### config.mk
export PLATFORM = sky130hd
export DESIGN_NAME = tga_rle_line_encoder_top_flat
export DESIGN_NICKNAME = d
export VERILOG_FILES = /design/src/rtl/core/tre_pkg.sv /design/src/rtl/core/tre_in_if.sv /design/src/rtl/core/tre_out_if.sv /design/src/rtl/core/tre_front.sv /design/src/rtl/core/tre_queue.sv /design/src/rtl/core/tre_back.sv /design/src/rtl/core/tga_rle_line_encoder_top.sv /design/src/flat_wrapper.sv
export SDC_FILE = /design/constraint.sdc
export NUM_CORES = 2
export LEC_CHECK = 0
export ABC_CLOCK_PERIOD_IN_PS = 9700
export BUFFER_PORTS_ARGS = -buffer_cell sky130_fd_sc_hd__clkbuf_2
export CORE_MARGIN = 4
export CORE_UTILIZATION = 45
export CTS_CLUSTER_SIZE = 8
export DETAILED_ROUTE_END_ITERATION = 10
export PLACE_DENSITY = 0.64
export SLEW_MARGIN = 15
export SYNTH_ARGS = -nofsm -noshare
export SYNTH_HDL_FRONTEND = slang
export SYNTH_MEMORY_MAX_BITS = 65536
export SYNTH_SLANG_ARGS = --single-unit
### constraint.sdc
create_clock -name i_clk -period 9.7 [get_ports i_clk]
set_input_delay 0.485 -clock i_clk [delete_from_list [all_inputs] [get_ports i_clk]]
set_output_delay 0.485 -clock i_clk [all_outputs]
set_load 0.005 [all_outputs]
### src/rtl/core/tre_pkg.sv
// ----------------------------------------------------------------------------
// tre_pkg
// Shared types and constants of the TGA run-length line encoder.
// ----------------------------------------------------------------------------
`default_nettype none

package tre_pkg;

    // Width of run lengths and chunk sizes carried between the parts.
    localparam int LEN_W   = 8;
    localparam int PIX_W   = 32;
    localparam int LANES   = 4;
    localparam int BPP_W   = 3;

    // Base of a repetition chunk header.
    localparam logic [7:0] REP_BASE = 8'h7f;

    // Configuration register index and its reset value.
    localparam logic       REG_BPP   = 1'b0;
    localparam logic [2:0] BPP_RESET = 3'd4;

    // What happens to the run that an input item closes.
    typedef enum logic [1:0] {
        X_NONE   = 2'd0,
        X_APPEND = 2'd1,
        X_REP    = 2'd2
    } t_xkind;

    // One command from the front part to the back part.
    typedef struct packed {
        t_xkind             x_kind;
        logic [LEN_W-1:0]   x_len;
        logic [PIX_W-1:0]   x_pixel;
        logic               end_flag;
        logic [LEN_W-1:0]   end_len;
        logic [PIX_W-1:0]   end_pixel;
    } t_cmd;

endpackage

`default_nettype wire

### src/rtl/core/tre_in_if.sv
// ----------------------------------------------------------------------------
// tre_in_if
// Pixel input channel: one pixel and its line-end flag per beat.
// ----------------------------------------------------------------------------
`default_nettype none

interface tre_in_if;
    logic        valid;
    logic        ready;
    logic [31:0] pixel_value;
    logic        line_end;

    modport source (output valid, output pixel_value, output line_end, input ready);
    modport sink   (input valid, input pixel_value, input line_end, output ready);
endinterface

`default_nettype wire

### src/rtl/core/tre_out_if.sv
// ----------------------------------------------------------------------------
// tre_out_if
// Encoded output channel: an optional header and up to four pixels per beat.
// ----------------------------------------------------------------------------
`default_nettype none

interface tre_out_if;
    logic        valid;
    logic        ready;
    logic        header_valid;
    logic [7:0]  header_byte;
    logic [2:0]  pixel_count;
    logic [31:0] pixel_a;
    logic [31:0] pixel_b;
    logic [31:0] pixel_c;
    logic [31:0] pixel_d;
    logic        line_done;
    logic        step_last;

    modport source (
        output valid, output header_valid, output header_byte, output pixel_count,
        output pixel_a, output pixel_b, output pixel_c, output pixel_d,
        output line_done, output step_last, input ready
    );
    modport sink (
        input valid, input header_valid, input header_byte, input pixel_count,
        input pixel_a, input pixel_b, input pixel_c, input pixel_d,
        input line_done, input step_last, output ready
    );
endinterface

`default_nettype wire

### src/rtl/core/tre_front.sv
// ----------------------------------------------------------------------------
// tre_front
// Run detector: masks each pixel, tracks the open run and issues one
// command per pixel that closes a run or ends a line.
// ----------------------------------------------------------------------------
`default_nettype none

module tre_front #(
    parameter int CHUNK_MAX = 128
) (
    input  wire logic                  i_clk,
    input  wire logic                  i_rst_n,
    input  wire logic [2:0]            i_bpp,
    tre_in_if.sink                     i_pix,
    input  wire logic                  i_q_full,
    output logic                       o_push,
    output tre_pkg::t_cmd              o_cmd
);
    import tre_pkg::*;

    localparam int CW = $clog2(CHUNK_MAX + 1);

    logic [PIX_W-1:0] r_run_pixel, n_run_pixel;
    logic [CW-1:0]    r_run_len, n_run_len;
    logic [PIX_W-1:0] px;
    logic [PIX_W-1:0] mask;
    logic             extend;
    logic             accept;
    logic [CW-1:0]    new_len;
    logic [PIX_W-1:0] new_pix;

    // Byte mask of the compared pixel width.
    always_comb begin
        case (i_bpp)
            3'd1:    mask = 32'h0000_00ff;
            3'd2:    mask = 32'h0000_ffff;
            3'd3:    mask = 32'h00ff_ffff;
            default: mask = 32'hffff_ffff;
        endcase
    end

    assign px          = i_pix.pixel_value & mask;
    assign i_pix.ready = !i_q_full;
    assign accept      = i_pix.valid && !i_q_full;
    assign extend      = (r_run_len != '0) && (px == r_run_pixel) &&
                         (r_run_len < CW'(CHUNK_MAX));

    // Classify the closed run and build the command.
    always_comb begin
        o_cmd.x_kind    = X_NONE;
        o_cmd.x_len     = LEN_W'(r_run_len);
        o_cmd.x_pixel   = r_run_pixel;
        if (extend) begin
            new_len = r_run_len + CW'(1);
            new_pix = r_run_pixel;
        end else begin
            new_len = CW'(1);
            new_pix = px;
            if (r_run_len == '0) begin
                o_cmd.x_kind = X_NONE;
            end else if (r_run_len >= CW'(3) ||
                         (r_run_len == CW'(2) && i_bpp >= 3'd2)) begin
                o_cmd.x_kind = X_REP;
            end else begin
                o_cmd.x_kind = X_APPEND;
            end
        end
        o_cmd.end_flag  = i_pix.line_end;
        o_cmd.end_len   = LEN_W'(new_len);
        o_cmd.end_pixel = new_pix;
        o_push = accept && (o_cmd.x_kind != X_NONE || i_pix.line_end);
        n_run_len   = r_run_len;
        n_run_pixel = r_run_pixel;
        if (accept) begin
            n_run_len   = i_pix.line_end ? '0 : new_len;
            n_run_pixel = new_pix;
        end
    end

    // Open run state.
    always_ff @(posedge i_clk) begin
        if (!i_rst_n) begin
            r_run_len   <= '0;
            r_run_pixel <= '0;
        end else begin
            r_run_len   <= n_run_len;
            r_run_pixel <= n_run_pixel;
        end
    end

endmodule

`default_nettype wire

### src/rtl/core/tre_queue.sv
// ----------------------------------------------------------------------------
// tre_queue
// Two-entry command queue between the run detector and the chunk writer.
// ----------------------------------------------------------------------------
`default_nettype none

module tre_queue (
    input  wire logic           i_clk,
    input  wire logic           i_rst_n,
    input  wire logic           i_push,
    input  tre_pkg::t_cmd       i_cmd,
    input  wire logic           i_pop,
    output logic                o_full,
    output logic                o_valid,
    output tre_pkg::t_cmd       o_cmd
);
    import tre_pkg::*;

    t_cmd       r_mem [2];
    logic       r_wp, r_rp;
    logic [1:0] r_cnt;
    logic       do_pop;

    assign o_full  = (r_cnt == 2'd2);
    assign o_valid = (r_cnt != 2'd0);
    assign o_cmd   = r_mem[r_rp];
    assign do_pop  = i_pop && o_valid;

    // Storage, written at the write pointer.
    always_ff @(posedge i_clk) begin
        if (i_push) begin
            r_mem[r_wp] <= i_cmd;
        end
    end

    // Pointers and fill count.
    always_ff @(posedge i_clk) begin
        if (!i_rst_n) begin
            r_wp  <= 1'b0;
            r_rp  <= 1'b0;
            r_cnt <= 2'd0;
        end else begin
            if (i_push) begin
                r_wp <= !r_wp;
            end
            if (do_pop) begin
                r_rp <= !r_rp;
            end
            r_cnt <= r_cnt + 2'(i_push) - 2'(do_pop);
        end
    end

endmodule

`default_nettype wire

### src/rtl/core/tre_back.sv
// ----------------------------------------------------------------------------
// tre_back
// Chunk writer: keeps the pending raw pixels, drains raw chunks up to four
// pixels a beat and emits repetition chunks into the output register.
// ----------------------------------------------------------------------------
`default_nettype none

module tre_back #(
    parameter int CHUNK_MAX = 128
) (
    input  wire logic           i_clk,
    input  wire logic           i_rst_n,
    input  wire logic           i_q_valid,
    input  tre_pkg::t_cmd       i_q_cmd,
    output logic                o_q_pop,
    tre_out_if.source           o_rle
);
    import tre_pkg::*;

    localparam int CW   = $clog2(CHUNK_MAX + 1);
    localparam int ROWS = (CHUNK_MAX + LANES - 1) / LANES;
    localparam int RW   = (ROWS > 1) ? $clog2(ROWS) : 1;

    typedef enum logic [6:0] {
        S_IDLE  = 7'b0000001,
        S_APP   = 7'b0000010,
        S_FLUSH = 7'b0000100,
        S_RD    = 7'b0001000,
        S_LD    = 7'b0010000,
        S_REP   = 7'b0100000,
        S_END   = 7'b1000000
    } t_state;

    t_state           r_state;
    t_cmd             r_cmd;
    logic             r_stage;
    logic [1:0]       r_left;
    logic [CW-1:0]    r_cnt;
    logic [CW-1:0]    r_n;
    logic [CW-1:0]    r_pos;
    logic             r_drain_app;
    logic [PIX_W-1:0] r_mem [LANES][ROWS];
    logic [PIX_W-1:0] r_rd  [LANES];

    logic             r_ov;
    logic             r_hv;
    logic [7:0]       r_hb;
    logic [2:0]       r_pc;
    logic [PIX_W-1:0] r_lane [LANES];
    logic             r_ld;
    logic             r_sl;

    logic             slot_free;
    logic             load;
    logic             we;
    logic [CW:0]      rem;
    logic [2:0]       cnt;
    logic             chunk_last;
    logic [CW:0]      pos_next;

    assign slot_free = !r_ov || o_rle.ready;
    assign load      = slot_free && (r_state == S_LD || r_state == S_REP);
    assign we        = (r_state == S_APP);
    assign o_q_pop   = (r_state == S_IDLE) && i_q_valid;

    // Lanes of the current raw item.
    assign rem        = {1'b0, r_n} - {1'b0, r_pos};
    assign cnt        = (rem > (CW+1)'(LANES)) ? 3'(LANES) : 3'(rem);
    assign pos_next   = {1'b0, r_pos} + (CW+1)'(LANES);
    assign chunk_last = (pos_next >= {1'b0, r_n});

    // Raw pixel store, one memory per lane, read a row at a time.
    always_ff @(posedge i_clk) begin
        for (int l = 0; l < LANES; l++) begin
            if (we && r_cnt[1:0] == 2'(l)) begin
                r_mem[l][RW'(r_cnt >> 2)] <= r_cmd.x_pixel;
            end
            r_rd[l] <= r_mem[l][RW'(r_pos >> 2)];
        end
    end

    // Sequencer and output register.
    always_ff @(posedge i_clk) begin
        if (!i_rst_n) begin
            r_state     <= S_IDLE;
            r_stage     <= 1'b0;
            r_left      <= 2'd0;
            r_cnt       <= '0;
            r_n         <= '0;
            r_pos       <= '0;
            r_drain_app <= 1'b0;
            r_ov        <= 1'b0;
        end else begin
            if (load) begin
                r_ov <= 1'b1;
            end else if (o_rle.ready) begin
                r_ov <= 1'b0;
            end
            case (r_state)
                S_IDLE: begin
                    if (i_q_valid) begin
                        r_cmd   <= i_q_cmd;
                        r_stage <= 1'b0;
                        r_left  <= i_q_cmd.x_len[1:0];
                        case (i_q_cmd.x_kind)
                            X_APPEND: r_state <= S_APP;
                            X_REP:    r_state <= S_FLUSH;
                            default:  r_state <= S_END;
                        endcase
                    end
                end
                S_APP: begin
                    r_left <= r_left - 2'd1;
                    if (r_cnt == CW'(CHUNK_MAX - 1)) begin
                        r_cnt       <= '0;
                        r_n         <= CW'(CHUNK_MAX);
                        r_pos       <= '0;
                        r_drain_app <= 1'b1;
                        r_state     <= S_RD;
                    end else begin
                        r_cnt <= r_cnt + CW'(1);
                        if (r_left == 2'd1) begin
                            r_state <= S_END;
                        end
                    end
                end
                S_FLUSH: begin
                    r_cnt <= '0;
                    if (r_cnt != '0) begin
                        r_n         <= r_cnt;
                        r_pos       <= '0;
                        r_drain_app <= 1'b0;
                        r_state     <= S_RD;
                    end else begin
                        r_state <= S_REP;
                    end
                end
                S_RD: begin
                    r_state <= S_LD;
                end
                S_LD: begin
                    if (slot_free) begin
                        r_hv <= (r_pos == '0);
                        r_hb <= (r_pos == '0) ? 8'(r_n - CW'(1)) : 8'd0;
                        r_pc <= cnt;
                        for (int l = 0; l < LANES; l++) begin
                            r_lane[l] <= (3'(l) < cnt) ? r_rd[l] : '0;
                        end
                        r_ld <= 1'b0;
                        r_sl <= chunk_last && r_drain_app && !r_cmd.end_flag;
                        if (chunk_last) begin
                            if (!r_drain_app) begin
                                r_state <= S_REP;
                            end else if (r_left != 2'd0) begin
                                r_state <= S_APP;
                            end else begin
                                r_state <= S_END;
                            end
                        end else begin
                            r_pos   <= CW'(pos_next);
                            r_state <= S_RD;
                        end
                    end
                end
                S_REP: begin
                    if (slot_free) begin
                        r_hv <= 1'b1;
                        r_hb <= REP_BASE + (r_stage ? r_cmd.end_len : r_cmd.x_len);
                        r_pc <= 3'd1;
                        r_lane[0] <= r_stage ? r_cmd.end_pixel : r_cmd.x_pixel;
                        for (int l = 1; l < LANES; l++) begin
                            r_lane[l] <= '0;
                        end
                        r_ld    <= r_stage;
                        r_sl    <= r_stage || !r_cmd.end_flag;
                        r_state <= r_stage ? S_IDLE : S_END;
                    end
                end
                S_END: begin
                    if (!r_stage && r_cmd.end_flag) begin
                        r_stage <= 1'b1;
                        r_state <= S_FLUSH;
                    end else begin
                        r_state <= S_IDLE;
                    end
                end
                default: r_state <= S_IDLE;
            endcase
        end
    end

    // Output beat.
    assign o_rle.valid        = r_ov;
    assign o_rle.header_valid = r_hv;
    assign o_rle.header_byte  = r_hb;
    assign o_rle.pixel_count  = r_pc;
    assign o_rle.pixel_a      = r_lane[0];
    assign o_rle.pixel_b      = r_lane[1];
    assign o_rle.pixel_c      = r_lane[2];
    assign o_rle.pixel_d      = r_lane[3];
    assign o_rle.line_done    = r_ld;
    assign o_rle.step_last    = r_sl;

endmodule

`default_nettype wire

### src/rtl/core/tga_rle_line_encoder_top.sv
// ----------------------------------------------------------------------------
// tga_rle_line_encoder_top
// TGA run-length encoder for image lines.
// ----------------------------------------------------------------------------
// Pixels enter on i_pix, one per beat, with line_end on the last pixel of a
// line. Encoded beats leave on o_rle: a beat holds an optional chunk header
// and up to four pixels, with line_done on the final beat of a line and
// step_last on the last beat caused by one input pixel.
// The run detector takes one pixel per cycle while its two-entry command
// queue has room. The chunk writer picks up a command, appends raw pixels
// one at a time, steps between chunks, reads memory and then loads the
// output register for each raw beat, and loads each repetition beat; a
// load waits while the output register holds an untaken beat. A pixel that
// only extends a run issues no command, so the detector can take further
// pixels while the writer is still busy with earlier commands.
// bytes_per_pixel is written through the APB port at address 0. The user
// must write it only while the block is idle; the block itself does not
// enforce this. Reset clears the run, the raw count and the queue.
// When o_rle stalls, the output register holds its beat, the chunk writer
// waits, the queue fills and then i_pix.ready drops.
`default_nettype none

module tga_rle_line_encoder_top #(
    parameter int CHUNK_MAX = 128
) (
    input  wire logic        i_clk,
    input  wire logic        i_rst_n,
    input  wire logic        psel,
    input  wire logic        penable,
    input  wire logic        pwrite,
    input  wire logic [2:0]  paddr,
    input  wire logic [31:0] pwdata,
    output logic [31:0]      prdata,
    output logic             pready,
    tre_in_if.sink           i_pix,
    tre_out_if.source        o_rle
);
    import tre_pkg::*;

    logic [2:0] r_bpp;
    logic [2:0] eff_bpp;
    logic       q_push, q_full, q_valid, q_pop;
    t_cmd       f_cmd, q_cmd;

    // Configuration register.
    always_ff @(posedge i_clk) begin
        if (!i_rst_n) begin
            r_bpp <= BPP_RESET;
        end else if (psel && penable && pwrite && paddr[2] == REG_BPP) begin
            r_bpp <= pwdata[2:0];
        end
    end

    assign pready = 1'b1;
    assign prdata = (paddr[2] == REG_BPP) ? {29'd0, r_bpp} : 32'd0;

    // Out-of-range widths saturate.
    always_comb begin
        if (r_bpp == 3'd0) begin
            eff_bpp = 3'd1;
        end else if (r_bpp > 3'd4) begin
            eff_bpp = 3'd4;
        end else begin
            eff_bpp = r_bpp;
        end
    end

    tre_front #(.CHUNK_MAX(CHUNK_MAX)) u_front (
        .i_clk    (i_clk),
        .i_rst_n  (i_rst_n),
        .i_bpp    (eff_bpp),
        .i_pix    (i_pix),
        .i_q_full (q_full),
        .o_push   (q_push),
        .o_cmd    (f_cmd)
    );

    tre_queue u_queue (
        .i_clk   (i_clk),
        .i_rst_n (i_rst_n),
        .i_push  (q_push),
        .i_cmd   (f_cmd),
        .i_pop   (q_pop),
        .o_full  (q_full),
        .o_valid (q_valid),
        .o_cmd   (q_cmd)
    );

    tre_back #(.CHUNK_MAX(CHUNK_MAX)) u_back (
        .i_clk     (i_clk),
        .i_rst_n   (i_rst_n),
        .i_q_valid (q_valid),
        .i_q_cmd   (q_cmd),
        .o_q_pop   (q_pop),
        .o_rle     (o_rle)
    );

endmodule

`default_nettype wire

### src/flat_wrapper.sv
// flat-port wrapper written by rule: the top's interface ports become plain ports
module tga_rle_line_encoder_top_flat import tre_pkg::*;
#(
    parameter int CHUNK_MAX = 128
)
  (i_clk, i_rst_n, psel, penable, pwrite, paddr, pwdata, prdata, pready, i_pix_valid, i_pix_pixel_value, i_pix_line_end, i_pix_ready, o_rle_valid, o_rle_header_valid, o_rle_header_byte, o_rle_pixel_count, o_rle_pixel_a, o_rle_pixel_b, o_rle_pixel_c, o_rle_pixel_d, o_rle_line_done, o_rle_step_last, o_rle_ready);
  tre_in_if i_pix_i ();
  tre_out_if o_rle_i ();
  input  wire logic i_clk;
  input  wire logic i_rst_n;
  input  wire logic psel;
  input  wire logic penable;
  input  wire logic pwrite;
  input  wire logic [2:0] paddr;
  input  wire logic [31:0] pwdata;
  output logic [31:0] prdata;
  output logic pready;
  input wire logic [$bits(i_pix_i.valid)-1:0] i_pix_valid;
  input wire logic [$bits(i_pix_i.pixel_value)-1:0] i_pix_pixel_value;
  input wire logic [$bits(i_pix_i.line_end)-1:0] i_pix_line_end;
  output wire logic [$bits(i_pix_i.ready)-1:0] i_pix_ready;
  output wire logic [$bits(o_rle_i.valid)-1:0] o_rle_valid;
  output wire logic [$bits(o_rle_i.header_valid)-1:0] o_rle_header_valid;
  output wire logic [$bits(o_rle_i.header_byte)-1:0] o_rle_header_byte;
  output wire logic [$bits(o_rle_i.pixel_count)-1:0] o_rle_pixel_count;
  output wire logic [$bits(o_rle_i.pixel_a)-1:0] o_rle_pixel_a;
  output wire logic [$bits(o_rle_i.pixel_b)-1:0] o_rle_pixel_b;
  output wire logic [$bits(o_rle_i.pixel_c)-1:0] o_rle_pixel_c;
  output wire logic [$bits(o_rle_i.pixel_d)-1:0] o_rle_pixel_d;
  output wire logic [$bits(o_rle_i.line_done)-1:0] o_rle_line_done;
  output wire logic [$bits(o_rle_i.step_last)-1:0] o_rle_step_last;
  input wire logic [$bits(o_rle_i.ready)-1:0] o_rle_ready;
  assign i_pix_i.valid = i_pix_valid;
  assign i_pix_i.pixel_value = i_pix_pixel_value;
  assign i_pix_i.line_end = i_pix_line_end;
  assign i_pix_ready = i_pix_i.ready;
  assign o_rle_valid = o_rle_i.valid;
  assign o_rle_header_valid = o_rle_i.header_valid;
  assign o_rle_header_byte = o_rle_i.header_byte;
  assign o_rle_pixel_count = o_rle_i.pixel_count;
  assign o_rle_pixel_a = o_rle_i.pixel_a;
  assign o_rle_pixel_b = o_rle_i.pixel_b;
  assign o_rle_pixel_c = o_rle_i.pixel_c;
  assign o_rle_pixel_d = o_rle_i.pixel_d;
  assign o_rle_line_done = o_rle_i.line_done;
  assign o_rle_step_last = o_rle_i.step_last;
  assign o_rle_i.ready = o_rle_ready;
  tga_rle_line_encoder_top #(.CHUNK_MAX(CHUNK_MAX)) u_core (.i_clk(i_clk), .i_rst_n(i_rst_n), .psel(psel), .penable(penable), .pwrite(pwrite), .paddr(paddr), .pwdata(pwdata), .prdata(prdata), .pready(pready), .i_pix(i_pix_i), .o_rle(o_rle_i));
endmodule
==> flow_summary.yaml <==
timing:
  clock_skew_ps: 59.5
  fin_setup_tns_ps: 0
  grt_setup_unrepaired: "no"
  worst_slew_pin_slew_ps: 1190
  fin_crit_sh_pct: 48.4
  setup_viol: 0
  clock.fmax_ghz: 0.213
  slew_headroom_pct: 20.5
  period_needed_ps: 4690
  fin_ws_ps: 5010
  maxSlewViolCount: 0
  finalHoldViolCount: 0
setup_path:
  path_class: "reg -> reg"
  crit_path_max_incr_delay_ps: 810
  startpoint_type: "register"
  cpMaxStageDelayCell: "buf_4"
  endpoint_kind: "register"
  critPathArrivalTime_ps: 5630
  crit_required_ps: 10630
  critPathMaxFanout: 87
  crit_chain: "buf_12, buf_4, buf_4, mux4_2, mux4_2, nand2_1, nand2_1"
floorplanning:
  start_util_pct: 45.1
  dieArea_um2: 403000
  core_area_um2: 392000
  io_pins: 252
  die_x_um: 635
  rows: 230
  die_y_um: 635
clocking:
  cts_made_buffers: 659
  cts_tree: "yes"
  clk_pin_slew_ps: 50
  ctsResizeCount: 0
  cts_sinks: 4695
  clockRootBuffer: "clkbuf_16"
  cts-htree-levels: 6
  clk_latency_ps: 1040
  cts_max_path_buffers: 4
grt:
  grt_max_degree: 142
  grt_pass1_wl_mm: 628
  antenna_found_initial: 25
  globalRouteTotalUtil_pct: 21.5
  grt_pass1_vias: 87200
  overflow: 0
placed_design:
  hpwl_mm: 227
  routabilityCongestion: 0.795
  io_buffers: 190
  pre_cts_ws_ps: 4790
finish:
  layout-drive-gt1-share_pct: 30.0
  final_nets: 8685
  final_core_util_pct: 52.4
  areaGrowthSynthToFinish_pct: 16.1
yosys:
  synth_commonest_cells: "4421 x edfxtp_1, 1280 x mux4_2, 529 x nand2_1"
  synthArstFlopShare_pct: 0
  synth_top_family_by_area: "multiplexers"
  ys_seq_area_share_pct: 78.1
  synth-simple-area-share_pct: 2.22
  synth_compound_area_share_pct: 1.08
  synthAdderAreaFrac_pct: 0.226
  synth_top_flop_cell: "edfxtp_1"
  syn_area_um2: 177000
  yosysTopAreaCell: "edfxtp_1"
  avgSynthCellArea_um2: 22.6
  yosys-top-cells-area: "edfxtp_1 75%, mux4_2 16%, dfxtp_1 3.1%"
  synth-seq-cells: 4695
  synth-xor-area-share_pct: 0.198
  synthMuxAreaShare_pct: 17.1
  synth_edf_count: 4421
  synthCells: 7841
  yosysMostFrequentCell: "edfxtp_1"
  synth_top_area_share_pct: 75.0
  synth_cell_types: 70
  yosys_warnings: 0
detailed_routing:
  drtIter0Drc: 10800
  final_antenna_net_count: 0
  vias_per_cell: 5.97
  wirelength_mm: 438
  vias: 84900
  drcViolationCount: 0
  detail_route.wl_per_cell_um: 30.8
  first_pass_iters: 8
run:
  drv_cap: 0
status:
  status: "finished, final reports clean"
hold_path:
  hold_path_class: "in -> reg"
power_and_ir_drop:
  totalPowerFinal_mw: 46.7
  p_leak_nw: 63.8
  p_per_area_nw_per_um2: 227
  vdd_drop_max_mv: 0.191
[area by class of cell]
class                   instances  area (um^2)
flip-flops and latches       4695       138000
clock inverters                53         1130
fillers                     29700       187000
well taps                    5220         6530
repair buffers                486         3410
inverters                      47          191
diodes                         10         25.0
clock buffers                1016        18000
multi-input cells            2689        38000
[per-stage QoR]
step,instances,cell area (um^2),hold WS (ps)
5_1_grt,14200,206000,167
2_1_floorplan,7871,177000,420
3_5_place_dp,13100,186000,429
4_1_cts,14200,206000,69.0
6_report,14200,206000,189
3_3_place_gp,13100,186000,432
[metal layers]
layer	part of all wire (%)	vias up	GRT usage, %
li1	-	34100	-
met1	40	45600	30.5
met2	48	4301	34.3
met3	8.3	777	3.40
met4	3.2	2	7.15
met5	0.0030	-	0
[state kept, by name (all words and copies together), names as in the netlist, 2 cells and up, named ones only]
register                         cells
u_core.u_back.r_cnt                  8
u_core.u_queue.r_mem               166
u_core.u_back.r_cmd                 81
u_core.r_bpp                         3
u_core.u_back.r_n                    8
u_core.u_front.r_run_pixel          32
u_core.u_front.r_run_len             8
u_core.u_back.o_rle.header_byte      8
u_core.u_back.r_mem               4096
u_core.u_back.r_pos                  6
u_core.u_back.r_state                7
u_core.u_back.r_lane               128
u_core.u_back.o_rle.pixel_count      3
u_core.u_back.r_rd                 128
u_core.u_back.r_left                 2
u_core.u_queue.r_cnt                 2
[where the power goes]
group / internal, mW / switching [mW]
clock network: 12.7 / 8.39
logic: 0.344 / 1.71
registers: 23.4 / 0.113
[cells in the final DEF (no fill, tap or decap), types with 59 or more instances in the layout]
cell type  instances
nor2_4           124
mux4_2          1280
nand2_1          523
and2_1            59
buf_4            244
clkbuf_1         348
clkbuf_16        667
a21oi_1           77
a22o_1            68
dfxtp_1          268
edfxtp_1        4421
clkbuf_2         190
mux2_2            82
[worst max-delay path, delay by kind of cell (launching register included)]
kind | cells | cell delay, ps
buf+inv | 3 | 2160
flops | 1 | 770
simple gates | 2 | 280
mux | 2 | 1140
[timing repair]
| item | 4_1_cts | 5_1_grt |
|---|---|---|
| hold buffers | 41 | 0 |
| hold endpoints to repair | 112 | 0 |
| setup buffers | 0 | 0 |
[logic make-up (layout without fill, tap and decap cells)]
kind of cell / count (synthesis) / after routing
XOR/XNOR: 40 / 40
AO/OA/AOI/OAI: 265 / 265
other: 2 / 42
multiplexers: 1409 / 1409
AND/OR/NAND/NOR: 911 / 911
adder cells (fa/ha/maj): 32 / 32
buffers and inverters: 487 / 1602
flip-flops: 4695 / 4695
[final timing paths]
kind / startpoint / endpoint / slack (ps) / cells after the start
max: u_core.u_back.r_pos[2]$_SDFFE_PN0P_ / u_core.u_back.r_rd[0][22]$_DFF_P_ / 5010 / 7
min: o_rle_ready / u_core.u_back.r_state[5]$_SDFFE_PN0P_ / 190 / 5
max reg2reg: u_core.u_back.r_pos[2]$_SDFFE_PN0P_ / u_core.u_back.r_rd[0][22]$_DFF_P_ / 5010 / 7
min reg2reg: u_core.u_back.r_rd[2][31]$_DFF_P_ / u_core.u_back.r_lane[2][31]$_SDFFE_PP0P_ / 430 / 1
(Power assumes the default switching activity.)
